[src/design/assert_macros.svh]
// ---------------------------------------------------------------------------
// Assertion macros
// Shared concurrent assertion forms, clocked on clk and disabled in reset.
// ---------------------------------------------------------------------------
`ifndef ASSERT_MACROS_SVH
`define ASSERT_MACROS_SVH

// The property must hold at every rising edge outside reset.
`define SPQ_ASSERT(lbl, prop, msg) \
	lbl: assert property (@(posedge clk) disable iff (!arst_n) (prop)) else $error(msg);

// The expression must never be true at a rising edge outside reset.
`define SPQ_NEVER(lbl, expr, msg) \
	lbl: assert property (@(posedge clk) disable iff (!arst_n) !(expr)) else $error(msg);

`endif

[src/design/spq_pkg.sv]
// ---------------------------------------------------------------------------
// Sorted priority queue package
// Sizes, command and status codes, entry type and index helper.
// ---------------------------------------------------------------------------
`timescale 1ns / 1ps

package spq_pkg;

	localparam int QUEUE_DEPTH = 16;
	localparam int KEY_BITS    = 32;
	localparam int HANDLE_BITS = 16;
	localparam int IDX_W       = $clog2(QUEUE_DEPTH);
	localparam int CNT_W       = 5;

	localparam logic [1:0] CMD_INSERT = 2'd0;
	localparam logic [1:0] CMD_POP    = 2'd1;
	localparam logic [1:0] CMD_PEEK   = 2'd2;

	localparam logic [1:0] ST_OK    = 2'd0;
	localparam logic [1:0] ST_EMPTY = 2'd1;
	localparam logic [1:0] ST_FULL  = 2'd2;

	typedef struct packed {
		logic [KEY_BITS-1:0]    key;
		logic [HANDLE_BITS-1:0] handle;
	} entry_t;

	// Ring index plus an offset below the depth, wrapped by one subtract.
	function automatic logic [IDX_W-1:0] idx_add(input logic [IDX_W-1:0] a,
			input logic [IDX_W-1:0] b);
		logic [IDX_W:0] s;
		s = {1'b0, a} + {1'b0, b};
		if (s >= (IDX_W+1)'(QUEUE_DEPTH)) begin
			s = s - (IDX_W+1)'(QUEUE_DEPTH);
		end
		return s[IDX_W-1:0];
	endfunction

endpackage

[src/design/spq_if.sv]
// ---------------------------------------------------------------------------
// Sorted priority queue channels
// Valid/ready command and response channels with their payloads.
// ---------------------------------------------------------------------------
`timescale 1ns / 1ps

interface spq_req_if import spq_pkg::*; ();
	logic                   valid;
	logic                   ready;
	logic [1:0]             cmd;
	logic [KEY_BITS-1:0]    msg_key;
	logic [HANDLE_BITS-1:0] msg_handle;

	modport source (output valid, output cmd, output msg_key, output msg_handle,
		input ready);
	modport sink (input valid, input cmd, input msg_key, input msg_handle,
		output ready);
endinterface

interface spq_rsp_if import spq_pkg::*; ();
	logic                   valid;
	logic                   ready;
	logic [1:0]             status;
	logic                   head_valid;
	logic [KEY_BITS-1:0]    head_key;
	logic [HANDLE_BITS-1:0] head_handle;
	logic [CNT_W-1:0]       entry_count;

	modport source (output valid, output status, output head_valid, output head_key,
		output head_handle, output entry_count, input ready);
	modport sink (input valid, input status, input head_valid, input head_key,
		input head_handle, input entry_count, output ready);
endinterface

[src/design/sorted_priority_queue_unit.sv]
// ---------------------------------------------------------------------------
// Sorted priority queue unit
// Bounded queue of key and handle entries kept in ascending key order.
// ---------------------------------------------------------------------------
// Entries live in a ring memory with a registered read, indexed from a head
// pointer, and the head entry is mirrored in registers. One command is
// processed at a time. An insert walks the ring from the tail, reading one
// entry and writing it one slot higher per cycle while its key is larger.
// A finished response waits in an output register while the next command
// beat is taken.
`timescale 1ns / 1ps

`include "assert_macros.svh"

module sorted_priority_queue_unit import spq_pkg::*; (
	input  logic      clk,
	input  logic      arst_n,
	spq_req_if.sink   req,
	spq_rsp_if.source rsp
);

	typedef enum logic [2:0] {
		IDLE,
		WALK,
		PUT,
		POP_RD,
		DONE
	} state_t;

	state_t                 state_q;
	entry_t                 mem [QUEUE_DEPTH];
	entry_t                 mem_rdata_q;
	logic                   mem_we;
	logic [IDX_W-1:0]       mem_waddr;
	logic [IDX_W-1:0]       mem_raddr;
	entry_t                 mem_wdata;

	logic [IDX_W-1:0]       head_q;
	logic [CNT_W-1:0]       count_q;
	logic [IDX_W-1:0]       walk_q;
	entry_t                 new_q;
	entry_t                 hd_q;
	entry_t                 pop_q;
	logic                   pop_ok_q;
	logic [1:0]             status_q;

	logic                   rsp_valid_q;
	logic [1:0]             rsp_status_q;
	logic                   rsp_head_valid_q;
	logic [KEY_BITS-1:0]    rsp_key_q;
	logic [HANDLE_BITS-1:0] rsp_handle_q;
	logic [CNT_W-1:0]       rsp_count_q;

	logic                   accept;
	logic                   is_full;
	logic                   is_empty;
	logic                   shift;
	logic [CNT_W-1:0]       cnt_dec;
	logic [CNT_W-1:0]       cnt_inc;
	entry_t                 in_ent;

	assign accept   = req.valid && req.ready;
	assign is_full  = (count_q == CNT_W'(QUEUE_DEPTH));
	assign is_empty = (count_q == '0);
	assign shift    = (mem_rdata_q.key > new_q.key);
	assign cnt_dec  = count_q - CNT_W'(1);
	assign cnt_inc  = count_q + CNT_W'(1);
	assign in_ent   = '{key: req.msg_key, handle: req.msg_handle};

	assign req.ready       = (state_q == IDLE);
	assign rsp.valid       = rsp_valid_q;
	assign rsp.status      = rsp_status_q;
	assign rsp.head_valid  = rsp_head_valid_q;
	assign rsp.head_key    = rsp_key_q;
	assign rsp.head_handle = rsp_handle_q;
	assign rsp.entry_count = rsp_count_q;

	always_comb begin
		mem_we    = 1'b0;
		mem_waddr = head_q;
		mem_wdata = new_q;
		mem_raddr = head_q;
		unique case (state_q)
			IDLE: begin
				if (accept && req.cmd == CMD_INSERT && is_empty) begin
					mem_we    = 1'b1;
					mem_wdata = in_ent;
				end
				if (req.cmd == CMD_INSERT) begin
					mem_raddr = idx_add(head_q, cnt_dec[IDX_W-1:0]);
				end else begin
					mem_raddr = idx_add(head_q, IDX_W'(1));
				end
			end
			WALK: begin
				mem_we    = 1'b1;
				mem_waddr = idx_add(head_q, walk_q + IDX_W'(1));
				mem_wdata = shift ? mem_rdata_q : new_q;
				mem_raddr = idx_add(head_q, walk_q - IDX_W'(1));
			end
			PUT: begin
				mem_we = 1'b1;
			end
			POP_RD, DONE: begin
			end
			default: begin
			end
		endcase
	end

	always_ff @(posedge clk) begin
		if (mem_we) begin
			mem[mem_waddr] <= mem_wdata;
		end
		mem_rdata_q <= mem[mem_raddr];
	end

	always_ff @(posedge clk or negedge arst_n) begin
		if (!arst_n) begin
			state_q          <= IDLE;
			head_q           <= '0;
			count_q          <= '0;
			walk_q           <= '0;
			new_q            <= '0;
			hd_q             <= '0;
			pop_q            <= '0;
			pop_ok_q         <= 1'b0;
			status_q         <= ST_OK;
			rsp_valid_q      <= 1'b0;
			rsp_status_q     <= ST_OK;
			rsp_head_valid_q <= 1'b0;
			rsp_key_q        <= '0;
			rsp_handle_q     <= '0;
			rsp_count_q      <= '0;
		end else begin
			if (rsp_valid_q && rsp.ready && state_q != DONE) begin
				rsp_valid_q <= 1'b0;
			end
			unique case (state_q)
				IDLE: begin
					if (accept) begin
						new_q    <= in_ent;
						pop_ok_q <= 1'b0;
						status_q <= ST_OK;
						priority if (req.cmd == CMD_INSERT) begin
							if (is_full) begin
								status_q <= ST_FULL;
								state_q  <= DONE;
							end else if (is_empty) begin
								hd_q    <= in_ent;
								count_q <= cnt_inc;
								state_q <= DONE;
							end else begin
								walk_q  <= cnt_dec[IDX_W-1:0];
								state_q <= WALK;
							end
						end else if (is_empty) begin
							status_q <= ST_EMPTY;
							state_q  <= DONE;
						end else if (req.cmd == CMD_POP) begin
							pop_ok_q <= 1'b1;
							pop_q    <= hd_q;
							head_q   <= idx_add(head_q, IDX_W'(1));
							count_q  <= cnt_dec;
							state_q  <= (count_q == CNT_W'(1)) ? DONE : POP_RD;
						end else begin
							state_q <= DONE;
						end
					end
				end
				WALK: begin
					if (shift) begin
						if (walk_q == '0) begin
							state_q <= PUT;
						end else begin
							walk_q <= walk_q - IDX_W'(1);
						end
					end else begin
						count_q <= cnt_inc;
						state_q <= DONE;
					end
				end
				PUT: begin
					hd_q    <= new_q;
					count_q <= cnt_inc;
					state_q <= DONE;
				end
				POP_RD: begin
					hd_q    <= mem_rdata_q;
					state_q <= DONE;
				end
				DONE: begin
					if (!rsp_valid_q || rsp.ready) begin
						rsp_valid_q      <= 1'b1;
						rsp_status_q     <= status_q;
						rsp_head_valid_q <= !is_empty;
						rsp_count_q      <= count_q;
						if (pop_ok_q) begin
							rsp_key_q    <= pop_q.key;
							rsp_handle_q <= pop_q.handle;
						end else if (!is_empty) begin
							rsp_key_q    <= hd_q.key;
							rsp_handle_q <= hd_q.handle;
						end else begin
							rsp_key_q    <= '0;
							rsp_handle_q <= '0;
						end
						state_q <= IDLE;
					end
				end
				default: begin
					state_q <= IDLE;
				end
			endcase
		end
	end

	`SPQ_ASSERT(a_count_bound, count_q <= CNT_W'(QUEUE_DEPTH), "entry count above depth")
	`SPQ_ASSERT(a_head_valid,
		rsp.valid |-> (rsp.head_valid == (rsp.entry_count != '0)),
		"head valid disagrees with count")
	`SPQ_ASSERT(a_full_count,
		(rsp.valid && rsp.status == ST_FULL) |-> (rsp.entry_count == CNT_W'(QUEUE_DEPTH)),
		"full status below depth")
	`SPQ_NEVER(a_walk_overlap,
		state_q == WALK && mem_we && mem_waddr == mem_raddr,
		"walk write and read collide")

endmodule
[src/flat_wrapper.sv]
// flat-port wrapper written by rule: the top's interface ports become plain ports
module sorted_priority_queue_unit_flat import spq_pkg::*;
  (clk, arst_n, req_valid, req_cmd, req_msg_key, req_msg_handle, req_ready, rsp_valid, rsp_status, rsp_head_valid, rsp_head_key, rsp_head_handle, rsp_entry_count, rsp_ready);
  spq_req_if req_i ();
  spq_rsp_if rsp_i ();
  input  logic clk;
  input  logic arst_n;
  input wire logic [$bits(req_i.valid)-1:0] req_valid;
  input wire logic [$bits(req_i.cmd)-1:0] req_cmd;
  input wire logic [$bits(req_i.msg_key)-1:0] req_msg_key;
  input wire logic [$bits(req_i.msg_handle)-1:0] req_msg_handle;
  output wire logic [$bits(req_i.ready)-1:0] req_ready;
  output wire logic [$bits(rsp_i.valid)-1:0] rsp_valid;
  output wire logic [$bits(rsp_i.status)-1:0] rsp_status;
  output wire logic [$bits(rsp_i.head_valid)-1:0] rsp_head_valid;
  output wire logic [$bits(rsp_i.head_key)-1:0] rsp_head_key;
  output wire logic [$bits(rsp_i.head_handle)-1:0] rsp_head_handle;
  output wire logic [$bits(rsp_i.entry_count)-1:0] rsp_entry_count;
  input wire logic [$bits(rsp_i.ready)-1:0] rsp_ready;
  assign req_i.valid = req_valid;
  assign req_i.cmd = req_cmd;
  assign req_i.msg_key = req_msg_key;
  assign req_i.msg_handle = req_msg_handle;
  assign req_ready = req_i.ready;
  assign rsp_valid = rsp_i.valid;
  assign rsp_status = rsp_i.status;
  assign rsp_head_valid = rsp_i.head_valid;
  assign rsp_head_key = rsp_i.head_key;
  assign rsp_head_handle = rsp_i.head_handle;
  assign rsp_entry_count = rsp_i.entry_count;
  assign rsp_i.ready = rsp_ready;
  sorted_priority_queue_unit u_core (.clk(clk), .arst_n(arst_n), .req(req_i), .rsp(rsp_i));
endmodule
[config.mk]
export PLATFORM = sky130hd
export DESIGN_NAME = sorted_priority_queue_unit_flat
export DESIGN_NICKNAME = d
export VERILOG_FILES = /design/src/design/spq_pkg.sv /design/src/design/spq_if.sv /design/src/design/sorted_priority_queue_unit.sv /design/src/flat_wrapper.sv
export VERILOG_INCLUDE_DIRS = /design/src /design/src/design
export SDC_FILE = /design/constraint.sdc
export NUM_CORES = 2
export LEC_CHECK = 0
export BUFFER_PORTS_ARGS = -buffer_cell sky130_fd_sc_hd__buf_2
export CORE_UTILIZATION = 40
export DETAILED_ROUTE_END_ITERATION = 8
export PLACE_DENSITY = 0.54
export SYNTH_ARGS = -nofsm -noshare
export SYNTH_HDL_FRONTEND = slang
export SYNTH_SLANG_ARGS = --single-unit
[constraint.sdc]
create_clock -name clk -period 5.73 [get_ports clk]
set_input_delay 0.2865 -clock clk [delete_from_list [all_inputs] [get_ports clk]]
set_output_delay 0.2865 -clock clk [all_outputs]
set_load 0.05 [all_outputs]
==> results.sh <==
export IMPL_synth_ff_type="edfxtp_1"
export IMPL_grt_antenna_before_repair=3
export IMPL_clockBufferDepth=3
export IMPL_grt_first_pass_wirelength_um=187000
export IMPL_syn_area_per_cell_um2=11.2
export IMPL_yosysWarnings=0
export IMPL_die_w_um=334
export IMPL_status="completed"
export IMPL_crit_buf_inv=1
export IMPL_endpoint_kind="flop"
export IMPL_portBuffers=111
export IMPL_finalNonFillerCells=5561
export IMPL_tns_ns=0
export IMPL_clk_pin_slew_ns=0.06
export IMPL_hold_path_class="in2reg"
export IMPL_postLayoutCoreUtil=0.463
export IMPL_wl_um=125000
export IMPL_synthMuxAreaShare=0.0261
export IMPL_slowest_stage="nor4_1"
export IMPL_synth_nets=4034
export IMPL_synth_top_family_by_area="simple AND/OR/NAND/NOR gates"
export IMPL_start_kind="flop"
export IMPL_hold_viol=0
export IMPL_slew_headroom=0.180
export IMPL_fmax_ghz=0.231
export IMPL_track_usage=0.221
export IMPL_synth_async_sr_flop_share=0.212
export IMPL_synth_compound_area_frac=0.0616
export IMPL_grt_overflow=0
export IMPL_yosysTopAreaCellShare=0.522
export IMPL_final_cell_mix="nand2_1, edfxtp_1, nand3_1"
export IMPL_ctsResizeCount=0
export IMPL_layout_nets=4096
export IMPL_worst_ep_required_time_ns=6.13
export IMPL_yosys_area_top_type="edfxtp_1"
export IMPL_period_share=0.756
export IMPL_clock_root_buffer="clkbuf_16"
export IMPL_dp_hpwl_um=66600
export IMPL_yosys_area_share_simple=0.194
export IMPL_synth_edf_count=768
export IMPL_rrSetupSlack_ns=1.40
export IMPL_critical_path_class="reg2reg"
export IMPL_firstDrtPassIters=5
export IMPL_cp_max_fo=28
export IMPL_numCtsBuffers=104
export IMPL_period_needed_ns=4.33
export IMPL_synth_fa_ha_area_frac=0.0144
export IMPL_final_layout_size_suffix_gt1_frac=0.114
export IMPL_cts_sinks=1036
export IMPL_final_common_cell="nand2_1"
export IMPL_h_tree_depth=3
export IMPL_synth_cells=3931
export IMPL_ys_seq_elements=1036
export IMPL_syn_area_um2=44200
export IMPL_vias=30129
export IMPL_slew_violations=0
export IMPL_crit_chain="ha_1 > nand4_1 > nor4_1 > and3_1 > a211oi_1 > nor2_4 > buf_4 > or2_2 > a31o_1"
export IMPL_antenna_left=0
export IMPL_gp_congestion=0.818
export IMPL_drt_vias_per_instance=5.42
export IMPL_initialDrtViolationCount=2943
export IMPL_core_um2=109000
export IMPL_synthXorXnorAreaFrac=0.00530
export IMPL_ioPinCount=112
export IMPL_finClkSkew_ns=0.0233
export IMPL_post_cts_setup_buffers=0
export IMPL_placed_cells=5314
export IMPL_syn2layout_area_growth_pct=14.3
export IMPL_die_area_um2=112000
export IMPL_setup_viol=0
export IMPL_wl_per_cell_um=22.4
export IMPL_netlist_top_cells_area="edfxtp_1, dfrtp_1, nand2_1"
export IMPL_fillers=9987
export IMPL_max_cap_violations=0
export IMPL_slowest_delay_ns=0.86
export IMPL_num_rows=121
export IMPL_grt_max_degree=155
export IMPL_rsz0062_at_grt="no"
export IMPL_drcViolationCount=0
export IMPL_worst_pin_slew_ns=1.23
export IMPL_clk_latency_ns=0.68
export IMPL_cts_tree="done"
export IMPL_synth_cell_types=59
export IMPL_ys_seq_area_frac=0.669
export IMPL_die_h_um=334
export IMPL_grt_pass1_vias=28937
export IMPL_holdBufCountCts=49
export IMPL_path_delay_family="simple AND/OR/NAND/NOR gates"
export IMPL_cp_data_arrival_time_ns=4.74
export IMPL_initial_utilization=0.405
## state kept, by name (all words and copies together) (netlist names), 16 cells and up
| name | flops |
|---|---|
| u_core.rsp.head_key | 32 |
| u_core.pop_q | 48 |
| u_core.hd_q | 48 |
| u_core.mem | 768 |
| u_core.rsp.head_handle | 16 |
| u_core.new_q | 48 |
| u_core.mem_rdata_q | 48 |
## stage by stage
stage	hold slack, ns	setup slack (ns)	cell area (µm²)
5_1_grt	0.0694	1.27	50500
4_1_cts	0.00994	1.40	50500
3_3_place_gp	0.322	1.45	46600
6_report	0.0449	1.40	50500
3_5_place_dp	0.321	1.44	46600
2_1_floorplan	-0.00909	1.13	44200
## per-layer routing
layer,global-route usage,routed length [µm],part of all wire,vias to the layer above
li1,-,-,-,14239
met1,0.325,58400,0.47,14801
met2,0.341,55800,0.45,957
met3,0.0349,8270,0.066,132
met4,0.0549,2250,0.018,0
met5,0,0,0,-
## synthesized netlist by cell type, types with 3 or more instances
| master | instances |
|---|---|
| a211oi_1 | 32 |
| a21o_1 | 7 |
| a21oi_1 | 164 |
| a22oi_1 | 4 |
| a31o_1 | 41 |
| a31o_2 | 7 |
| a31oi_1 | 34 |
| a32oi_1 | 4 |
| and3_1 | 4 |
| buf_1 | 26 |
| buf_2 | 51 |
| buf_6 | 5 |
| clkbuf_1 | 200 |
| dfrtp_1 | 220 |
| dfxtp_1 | 48 |
| edfxtp_1 | 768 |
| fa_1 | 3 |
| ha_1 | 46 |
| inv_1 | 47 |
| mux2_2 | 55 |
| mux2i_1 | 52 |
| nand2_1 | 1082 |
| nand2b_1 | 6 |
| nand3_1 | 393 |
| nand4_1 | 252 |
| nor2_1 | 117 |
| nor2b_1 | 3 |
| nor3_1 | 6 |
| nor4_1 | 4 |
| o21ai_0 | 144 |
| or2_1 | 24 |
| or2_2 | 26 |
| xnor2_1 | 15 |
| xor2_1 | 8 |
## tightest hold or removal path: stages
cell and delay (ns):
buf_2 0.07, nand2b_1 0.21, nand2_1 0.09
## final cells by class
| type | instances | area (µm²) | area share |
|---|---|---|---|
| diodes | 1 | 2.50 | 0.0000496 |
| multi-input cells | 2566 | 13500 | 0.268 |
| clock inverters | 36 | 373 | 0.00739 |
| inverters | 47 | 176 | 0.00349 |
| flip-flops and latches | 1036 | 29500 | 0.585 |
| clock buffers | 161 | 3020 | 0.0598 |
| well taps | 1476 | 1850 | 0.0366 |
| repair buffers | 238 | 1990 | 0.0395 |
## cells by family (layout without fill, tap and decap cells)
group / Yosys count / count (layout)
DFF: 1036 / 1036
other: 0 / 1
muxes: 108 / 108
AOI/OAI and AO/OA: 460 / 460
adders and majority gates: 49 / 49
buffers and inverters: 329 / 482
and+or+nand+nor: 1924 / 1924
xor gates and xnor gates: 25 / 25
## final timing paths
check                                                    start                                    end  depth (start not counted)
max in group asynchronous                               arst_n           u_core.new_q[43]$_DFFE_PN0P_                          3
min in group asynchronous                               arst_n  u_core.rsp.head_handle[8]$_DFFE_PN0P_                          2
max reg2reg                     u_core.mem_rdata_q[47]$_DFF_P_             u_core.mem[5][9]$_DFFE_PP_                          9
max                             u_core.mem_rdata_q[47]$_DFF_P_             u_core.mem[5][9]$_DFFE_PP_                          9
min                                                  rsp_ready             u_core.rsp.valid$_DFF_PN0_                          3
min reg2reg                u_core.rsp.head_key[25]$_DFFE_PN0P_    u_core.rsp.head_key[25]$_DFFE_PN0P_                          2
Power is left out: the tool's default activity adds up to more than one toggle a clock period on the data nets, which glitch-free logic cannot reach.
